File: config.mk
export PLATFORM = sky130hd
export DESIGN_NAME = modular_exponentiation_core
export DESIGN_NICKNAME = d
export VERILOG_FILES = /design/src/rtl/mdexp_pkg.sv /design/src/rtl/modular_exponentiation_core.sv /design/src/rtl/mdexp_mulmod.sv
export VERILOG_INCLUDE_DIRS = /design/src /design/src/rtl
export SDC_FILE = /design/constraint.sdc
export NUM_CORES = 1
export LEC_CHECK = 0
export ABC_AREA = 0
export BUFFER_PORTS_ARGS = -buffer_cell sky130_fd_sc_hd__buf_2
export CELL_PAD_IN_SITES_DETAIL_PLACEMENT = 1
export CELL_PAD_IN_SITES_GLOBAL_PLACEMENT = 2
export CORE_UTILIZATION = 43
export CTS_BUF_LIST = sky130_fd_sc_hd__clkbuf_8
export DETAILED_ROUTE_END_ITERATION = 7
export PLACE_DENSITY_LB_ADDON = 0.1
export SYNTH_ARGS = -nofsm -noshare
export SYNTH_HDL_FRONTEND = slang
export SYNTH_HIERARCHICAL = 1
export SYNTH_SLANG_ARGS = --single-unit
export TNS_END_PERCENT = 10
File: constraint.sdc
create_clock -name clock -period 11.5 [get_ports clock]
set_input_delay 2.3 -clock clock [delete_from_list [all_inputs] [get_ports clock]]
set_output_delay 2.3 -clock clock [all_outputs]
set_load 0.05 [all_outputs]
File: src/rtl/assert_macros.svh
// assertion helpers shared by the rtl
`ifndef ASSERT_MACROS_SVH
`define ASSERT_MACROS_SVH

// property checked on every rising edge, quiet while reset is high
`define ASSERT_CLK(label, clk, rst, prop, msg) \
   label: assert property (@(posedge clk) disable iff (rst) (prop)) else $error(msg);

// condition that must never be seen outside reset
`define ASSERT_NEVER(label, clk, rst, cond, msg) \
   label: assert property (@(posedge clk) disable iff (rst) !(cond)) else $error(msg);

`endif

File: src/rtl/mdexp_pkg.sv
package mdexp_pkg;

   // width of base, modulus and result
   localparam int OPERAND_W = 30;
   // width of the exponent field on the request beat
   localparam int EXP_FIELD_W = 32;
   // iteration counter of the modular multiplier
   localparam int MUL_CNT_W = $clog2(OPERAND_W);

   localparam logic [OPERAND_W-1:0] MOD_RESET = OPERAND_W'(1000000007);
   localparam logic [OPERAND_W-1:0] ONE_VALUE = OPERAND_W'(1);

   // register indexes
   localparam logic REG_MODULUS = 1'b0;

   typedef enum logic [2:0] {
      ST_IDLE,
      ST_SCAN,
      ST_SQUARE,
      ST_MULT,
      ST_DONE
   } state_type;

   typedef struct packed {
      logic                 start;
      logic [OPERAND_W-1:0] multiplicand;
      logic [OPERAND_W-1:0] multiplier;
   } mul_req_type;

   typedef struct packed {
      logic                 busy;
      logic                 done;
      logic [OPERAND_W-1:0] product;
   } mul_rsp_type;

endpackage

File: src/rtl/modular_exponentiation_core.sv
// modular exponentiation core: each request beat carries a base and an exponent and
// produces one response beat holding base^exponent mod modulus, computed by left-to-right
// square-and-multiply on one shared interleaved modular multiplier. the modulus sits in
// the apb register at byte address 0 (reset value 1000000007) and may be changed only
// while the core is idle. a zero exponent gives 1, and a modulus of 0 or 1 gives 0 for any
// other exponent. otherwise leading zero exponent bits are skipped without a multiply; a
// square, or the first product that brings in the base, takes the 30 multiplier-bit steps
// of the shared unit plus issue and collect, and a multiply by the base is issued on the
// cycle its square comes back. req_tready is high only while idle; a finished response
// waits in its output register while the next request is taken.
module modular_exponentiation_core #(
   parameter int EXP_WIDTH = 32
) (
   input  logic        clock,
   input  logic        reset,
   // request stream
   input  logic        req_tvalid,
   output logic        req_tready,
   input  logic [63:0] req_tdata,   // [29:0] base_value, [61:30] exponent, [63:62] zero
   // response stream
   output logic        rsp_tvalid,
   input  logic        rsp_tready,
   output logic [31:0] rsp_tdata,   // [29:0] power_result, [31:30] zero
   // configuration port
   input  logic        csr_psel,
   input  logic        csr_penable,
   input  logic        csr_pwrite,
   input  logic [2:0]  csr_paddr,
   input  logic [31:0] csr_pwdata,
   output logic [31:0] csr_prdata,
   output logic        csr_pready
);

   `include "assert_macros.svh"

   localparam int W      = mdexp_pkg::OPERAND_W;
   localparam int EXP_FW = mdexp_pkg::EXP_FIELD_W;
   // only the low EXP_WIDTH exponent bits count
   localparam int EFF_W  = (EXP_WIDTH < EXP_FW) ? EXP_WIDTH : EXP_FW;
   localparam int BCNT_W = $clog2(EFF_W + 1);

   // ---------------- configuration register ----------------
   logic [W-1:0] modulus_ff, modulus_in;
   logic         csr_wr;

   assign csr_pready = 1'b1;
   assign csr_wr     = csr_psel && csr_penable && csr_pwrite && csr_pready;

   always_comb begin
      modulus_in = modulus_ff;
      if (csr_wr && (csr_paddr[2] == mdexp_pkg::REG_MODULUS)) begin
         modulus_in = csr_pwdata[W-1:0];
      end
   end

   // read data, word index decoded from the upper address bit
   always_comb begin
      unique case (csr_paddr[2])
         mdexp_pkg::REG_MODULUS: csr_prdata = {{(32 - W){1'b0}}, modulus_ff};
         default:                csr_prdata = '0;
      endcase
   end

   // ---------------- request fields ----------------
   logic [W-1:0]      req_base;
   logic [EXP_FW-1:0] req_exp_full;
   logic [EFF_W-1:0]  req_exp;

   assign req_base     = req_tdata[W-1:0];
   assign req_exp_full = req_tdata[W+EXP_FW-1:W];
   assign req_exp      = req_exp_full[EFF_W-1:0];

   // ---------------- sequencer state and datapath ----------------
   mdexp_pkg::state_type state_ff, state_in;

   logic [W-1:0]      base_ff, base_in;
   logic [W-1:0]      acc_ff, acc_in;
   logic [EFF_W-1:0]  exp_ff, exp_in;
   logic [BCNT_W-1:0] bit_cnt_ff, bit_cnt_in;
   logic              started_ff, started_in;
   logic [W-1:0]      res_ff, res_in;
   logic              rsp_tvalid_ff, rsp_tvalid_in;
   logic [W-1:0]      rsp_data_ff, rsp_data_in;

   mdexp_pkg::mul_req_type mul_req;
   mdexp_pkg::mul_rsp_type mul_rsp;

   logic req_beat;
   logic exp_zero;
   logic mod_degenerate;
   logic exp_msb;
   logic out_free;

   assign req_beat       = req_tvalid && req_tready;
   assign exp_zero       = (req_exp == '0);
   // modulus of 0 or 1 reduces everything to 0
   assign mod_degenerate = (modulus_ff[W-1:1] == '0);
   assign exp_msb        = exp_ff[EFF_W-1];
   assign out_free       = !rsp_tvalid_ff || rsp_tready;

   // next state
   always_comb begin
      state_in = state_ff;
      unique case (state_ff)
         mdexp_pkg::ST_IDLE: begin
            if (req_beat) begin
               state_in = (exp_zero || mod_degenerate) ? mdexp_pkg::ST_DONE
                                                       : mdexp_pkg::ST_SCAN;
            end
         end
         mdexp_pkg::ST_SCAN: begin
            if (bit_cnt_ff == '0) begin
               state_in = mdexp_pkg::ST_DONE;
            end else if (started_ff) begin
               state_in = mdexp_pkg::ST_SQUARE;
            end else if (exp_msb) begin
               state_in = mdexp_pkg::ST_MULT;
            end
         end
         mdexp_pkg::ST_SQUARE: begin
            if (mul_rsp.done) begin
               state_in = exp_msb ? mdexp_pkg::ST_MULT : mdexp_pkg::ST_SCAN;
            end
         end
         mdexp_pkg::ST_MULT: begin
            if (mul_rsp.done) begin
               state_in = mdexp_pkg::ST_SCAN;
            end
         end
         mdexp_pkg::ST_DONE: begin
            if (out_free) begin
               state_in = mdexp_pkg::ST_IDLE;
            end
         end
         default: state_in = mdexp_pkg::ST_IDLE;
      endcase
   end

   // sequencer outputs: handshake and multiplier issue
   always_comb begin
      req_tready           = 1'b0;
      mul_req.start        = 1'b0;
      mul_req.multiplicand = acc_ff;
      mul_req.multiplier   = base_ff;
      unique case (state_ff)
         mdexp_pkg::ST_IDLE: req_tready = 1'b1;
         mdexp_pkg::ST_SCAN: begin
            if (bit_cnt_ff != '0) begin
               if (started_ff) begin
                  // square the accumulator
                  mul_req.start      = 1'b1;
                  mul_req.multiplier = acc_ff;
               end else if (exp_msb) begin
                  // first set bit: accumulator is 1, this also reduces the base
                  mul_req.start = 1'b1;
               end
            end
         end
         mdexp_pkg::ST_SQUARE: begin
            if (mul_rsp.done && exp_msb) begin
               mul_req.start        = 1'b1;
               mul_req.multiplicand = mul_rsp.product;
            end
         end
         mdexp_pkg::ST_MULT: ;
         mdexp_pkg::ST_DONE: ;
         default: ;
      endcase
   end

   // datapath registers
   always_comb begin
      base_in       = base_ff;
      acc_in        = acc_ff;
      exp_in        = exp_ff;
      bit_cnt_in    = bit_cnt_ff;
      started_in    = started_ff;
      res_in        = res_ff;
      rsp_tvalid_in = rsp_tvalid_ff && !rsp_tready;
      rsp_data_in   = rsp_data_ff;
      unique case (state_ff)
         mdexp_pkg::ST_IDLE: begin
            if (req_beat) begin
               base_in    = req_base;
               acc_in     = mdexp_pkg::ONE_VALUE;
               exp_in     = req_exp;
               bit_cnt_in = BCNT_W'(EFF_W);
               started_in = 1'b0;
               // zero exponent wins over a degenerate modulus
               res_in     = exp_zero ? mdexp_pkg::ONE_VALUE : '0;
            end
         end
         mdexp_pkg::ST_SCAN: begin
            if (bit_cnt_ff == '0) begin
               res_in = acc_ff;
            end else if (!started_ff) begin
               if (exp_msb) begin
                  started_in = 1'b1;
               end else begin
                  // leading zero: skip without touching the accumulator
                  exp_in     = exp_ff << 1;
                  bit_cnt_in = bit_cnt_ff - 1'b1;
               end
            end
         end
         mdexp_pkg::ST_SQUARE: begin
            if (mul_rsp.done) begin
               acc_in = mul_rsp.product;
               if (!exp_msb) begin
                  exp_in     = exp_ff << 1;
                  bit_cnt_in = bit_cnt_ff - 1'b1;
               end
            end
         end
         mdexp_pkg::ST_MULT: begin
            if (mul_rsp.done) begin
               acc_in     = mul_rsp.product;
               exp_in     = exp_ff << 1;
               bit_cnt_in = bit_cnt_ff - 1'b1;
            end
         end
         mdexp_pkg::ST_DONE: begin
            if (out_free) begin
               rsp_tvalid_in = 1'b1;
               rsp_data_in   = res_ff;
            end
         end
         default: ;
      endcase
   end

   always_ff @(posedge clock) begin
      if (reset) begin
         state_ff      <= mdexp_pkg::ST_IDLE;
         modulus_ff    <= mdexp_pkg::MOD_RESET;
         rsp_tvalid_ff <= 1'b0;
         started_ff    <= 1'b0;
         bit_cnt_ff    <= '0;
      end else begin
         state_ff      <= state_in;
         modulus_ff    <= modulus_in;
         rsp_tvalid_ff <= rsp_tvalid_in;
         started_ff    <= started_in;
         bit_cnt_ff    <= bit_cnt_in;
      end
      base_ff     <= base_in;
      acc_ff      <= acc_in;
      exp_ff      <= exp_in;
      res_ff      <= res_in;
      rsp_data_ff <= rsp_data_in;
   end

   // shared modular multiplier
   mdexp_mulmod u_mulmod (
      .clock   (clock),
      .reset   (reset),
      .modulus (modulus_ff),
      .mul_req (mul_req),
      .mul_rsp (mul_rsp)
   );

   assign rsp_tvalid = rsp_tvalid_ff;
   assign rsp_tdata  = {{(32 - W){1'b0}}, rsp_data_ff};

   // ---------------- assertions ----------------
   logic mul_wait;
   logic scan_dry;

   // states that wait for a product
   assign mul_wait = (state_ff == mdexp_pkg::ST_SQUARE) || (state_ff == mdexp_pkg::ST_MULT);
   // scanning for the first set bit with no bits left
   assign scan_dry = (state_ff == mdexp_pkg::ST_SCAN) && !started_ff && (bit_cnt_ff == '0);

   // a new beat is never taken while the multiplier still works
   `ASSERT_CLK(a_ready_mul_idle, clock, reset, req_tready |-> !mul_rsp.busy, "ready while busy")
   // products come back only to the states that wait for them
   `ASSERT_CLK(a_done_expected, clock, reset, mul_rsp.done |-> mul_wait, "unexpected product")
   // before the first set bit there is always a bit left, the exponent being nonzero
   `ASSERT_NEVER(a_scan_bits_left, clock, reset, scan_dry, "exponent ran out before a set bit")
   // the multiplier is started only when free
   `ASSERT_NEVER(a_start_when_free, clock, reset, mul_req.start && mul_rsp.busy, "start while busy")

endmodule

File: src/rtl/mdexp_mulmod.sv
// interleaved modular multiplier, one multiplier bit per cycle
module mdexp_mulmod (
   input  logic                                   clock,
   input  logic                                   reset,
   input  logic [mdexp_pkg::OPERAND_W-1:0]        modulus,
   input  mdexp_pkg::mul_req_type                 mul_req,
   output mdexp_pkg::mul_rsp_type                 mul_rsp
);

   localparam int W = mdexp_pkg::OPERAND_W;
   localparam logic [mdexp_pkg::MUL_CNT_W-1:0] LAST_STEP = mdexp_pkg::MUL_CNT_W'(W - 1);

   logic [W-1:0]                      r_ff, r_in;
   logic [W-1:0]                      a_ff, a_in;
   logic [W-1:0]                      bits_ff, bits_in;
   logic [mdexp_pkg::MUL_CNT_W-1:0]   cnt_ff, cnt_in;
   logic                              busy_ff, busy_in;
   logic                              done_ff, done_in;

   logic [W+1:0] sum;
   logic [W+2:0] diff1;
   logic [W+2:0] diff2;
   logic [W-1:0] r_step;

   // 2r + bit*a stays below 3m, so at most 2m comes off
   always_comb begin
      sum   = {1'b0, r_ff, 1'b0} + {2'b00, (bits_ff[W-1] ? a_ff : '0)};
      diff1 = {1'b0, sum} - {3'b000, modulus};
      diff2 = {1'b0, sum} - {2'b00, modulus, 1'b0};
      if (!diff2[W+2]) begin
         r_step = diff2[W-1:0];
      end else if (!diff1[W+2]) begin
         r_step = diff1[W-1:0];
      end else begin
         r_step = sum[W-1:0];
      end
   end

   always_comb begin
      r_in    = r_ff;
      a_in    = a_ff;
      bits_in = bits_ff;
      cnt_in  = cnt_ff;
      busy_in = busy_ff;
      done_in = 1'b0;
      if (mul_req.start && !busy_ff) begin
         r_in    = '0;
         a_in    = mul_req.multiplicand;
         bits_in = mul_req.multiplier;
         cnt_in  = '0;
         busy_in = 1'b1;
      end else if (busy_ff) begin
         r_in    = r_step;
         bits_in = bits_ff << 1;
         cnt_in  = cnt_ff + 1'b1;
         if (cnt_ff == LAST_STEP) begin
            busy_in = 1'b0;
            done_in = 1'b1;
         end
      end
   end

   always_ff @(posedge clock) begin
      if (reset) begin
         busy_ff <= 1'b0;
         done_ff <= 1'b0;
         cnt_ff  <= '0;
      end else begin
         busy_ff <= busy_in;
         done_ff <= done_in;
         cnt_ff  <= cnt_in;
      end
      r_ff    <= r_in;
      a_ff    <= a_in;
      bits_ff <= bits_in;
   end

   assign mul_rsp.busy    = busy_ff;
   assign mul_rsp.done    = done_ff;
   assign mul_rsp.product = r_ff;

endmodule
==> results.cfg <==
[sta]
slew_headroom = 0.1286
rsz0062_at_grt = false
period_share = 0.5515
fmax_mhz = 157.7
fin_crit_ns = 6.343
setup_viol = 0
tns_ns = 0
worst_pin_slew_ns = 1.303
fin_worst_skew_ns = 0.02843
hold_viol = 0
final_max_slew_viol_count = 0
whs_ns = 0.4170

[floorplanning]
rows = 72
core_mm2 = 0.03865
start_util = 0.4353
dieArea_mm2 = 0.03992
ios = 173
die_w_um = 199.8
die-height_um = 199.8

[clock_tree]
max-clock-path-buffers = 3
worst_skew_pair.late_latency_ns = 0.65
cts_tree = built
cts_buffers = 53
numClockSinks = 290
cts_max_level = 2
path_clk_slew_ns = 0.07
cts-root-buf = clkbuf_8
cts-resized-gates = 0
hold_buffers = 0
cts_setup_buffers = 0

[worst_setup_path]
critPathRequiredTime_ns = 12.01
critPathBufInv = 2
slowest_delay_ns = 0.87
path_cells = buf_4, and2_1, ha_1, nand2_1, o311ai_0, o211a_1, o21a_1, o21a_1, nor4_1, a311o_1, ha_1, inv_1, nor3_1, nand2_1, o211ai_1, a21oi_1, o21a_1, nand3_1, nor2b_1, a221o_1
critPathMaxFanout = 30
critical_path_class = flip-flop to flip-flop
arrival_ns = 6.85
crit_path_end_kind = flip-flop
critPathLaunchType = flip-flop
crit_top_cell = o21a_1
cp_slowest_cell = nand3_1
critPathTopFamily = compound AO/OA/AOI/OAI gates

[layout]
antenna_cells = 0
fin_nets = 1954
fill_cells = 4317
final_util = 0.4945
drive_gt1_frac = 0.2056
synthToLayoutAreaGrowth_pct = 13.59

[detailed_routing]
wire_per_inst_um = 19.87
drt-initial-drc-count = 607
drc = 0
ant_nets = 0
num_vias = 12730
via_per_inst = 5.504
dr.pass1.iters = 5
wl_um = 45960

[power]
ir_drop_uv = 99.70
leakagePower_uw = 0.007738
p_total_uw = 5259
power_density_mw_per_mm2 = 275.2

[global_routing]
grt_overflow = 0
grt_pass1_wl_um = 72310
grt_use_total = 0.2325
antenna_found_initial = 1
first_global_vias = 12970
grt_max_degree = 54

[run]
drv_cap = 0

[yosys]
syn_area_mm2 = 0.01682
synth_area_per_cell_um2 = 10.58
synthCells = 1590
yosys_warnings = 6

[placement]
hpwl_um = 33970
port_buffers = 161
place_congestion = 0.8595

[status]
status = complete, no violations

[hold_path]
min_path_type = flip-flop to flip-flop
[layer usage]
metal / part of all wire / global-route usage / vias to the layer above / wire (um)
met5: 0.00028 / 0 / - / 13
li1: - / - / 6207 / -
met3: 0.041 / 0.03965 / 52 / 1903
met2: 0.45 / 0.3639 / 255 / 20470
met4: 0.015 / 0.05117 / 2 / 699
met1: 0.50 / 0.3355 / 6215 / 22870
[cell usage in the layout (no fill, tap or decap), drive strengths merged, types with 29 or more instances in the layout]
cell type  instances
ha                92
dfxtp             78
clkbuf            59
o21ai             52
nand3             45
xor2              35
and2              92
inv               82
mux2              89
a22o              30
buf              177
nand2            156
mux2i             29
nor2              59
edfxtp           212
xnor2             41
nor2b             41
a21oi            109
[final timing paths]
path / from / slack [ns] / cells after the start / to
max: u_mulmod/bits_ff[29] / 5.16 / 20 / u_mulmod/r_ff[27]
min: res_ff[12] / 0.42 / 0 / rsp_data_ff[12]
max reg2reg: u_mulmod/bits_ff[29] / 5.16 / 20 / u_mulmod/r_ff[27]
min reg2reg: res_ff[12] / 0.42 / 0 / rsp_data_ff[12]
[worst reg2reg max path, stage by stage, from the launching register on]
cell,delay [ns]
edfxtp_1,0.38
buf_4,0.25
and2_1,0.20
ha_1,0.33
nand2_1,0.11
o311ai_0,0.58
o211a_1,0.35
o21a_1,0.18
o21a_1,0.16
nor4_1,0.06
a311o_1,0.40
ha_1,0.35
inv_1,0.10
nor3_1,0.50
nand2_1,0.10
o211ai_1,0.36
a21oi_1,0.21
o21a_1,0.24
nand3_1,0.87
nor2b_1,0.13
a221o_1,0.37
[per-stage QoR]
stage               setup WS [ns]  cell area (um2)  instances
finish                      5.157            19110       2313
global route                4.738            19110       2313
CTS                         5.211            19110       2313
detailed placement          5.271            18060       2216
global placement            5.324            18060       2216
floorplan                   6.003            16830       1593
[power breakdown]
part           internal, uW  total, uW  leakage, uW  switching, uW
combinational           963       2570      0.00449           1600
sequential             1550       1710      0.00266            164
clock                   519        981     0.000588            462
total                  3030       5260      0.00774           2230
[flip-flops by register name, summed over array words and instances, names as in the netlist, 3 cells and up]
name and count:
rsp_data_ff 30, modulus_ff 30, state_ff 3, res_ff 30, bit_cnt_ff 6, u_mulmod/bits_ff 30
exp_ff 32, u_mulmod/r_ff 30, base_ff 30, u_mulmod/cnt_ff 5, acc_ff 30, u_mulmod/a_ff 30
[cell type report]
class                   instances  area [um2]  share of cell area
multi-input cells            1160        8297              0.4341
flip-flops and latches        290        7928              0.4148
repair buffers                177       925.9             0.04845
clock buffers                  59       812.0             0.04249
well taps                     518       648.1             0.03391
inverters                      71       266.5             0.01395
clock inverters                38       234.0             0.01224
Power figures use the tool's default switching activity.
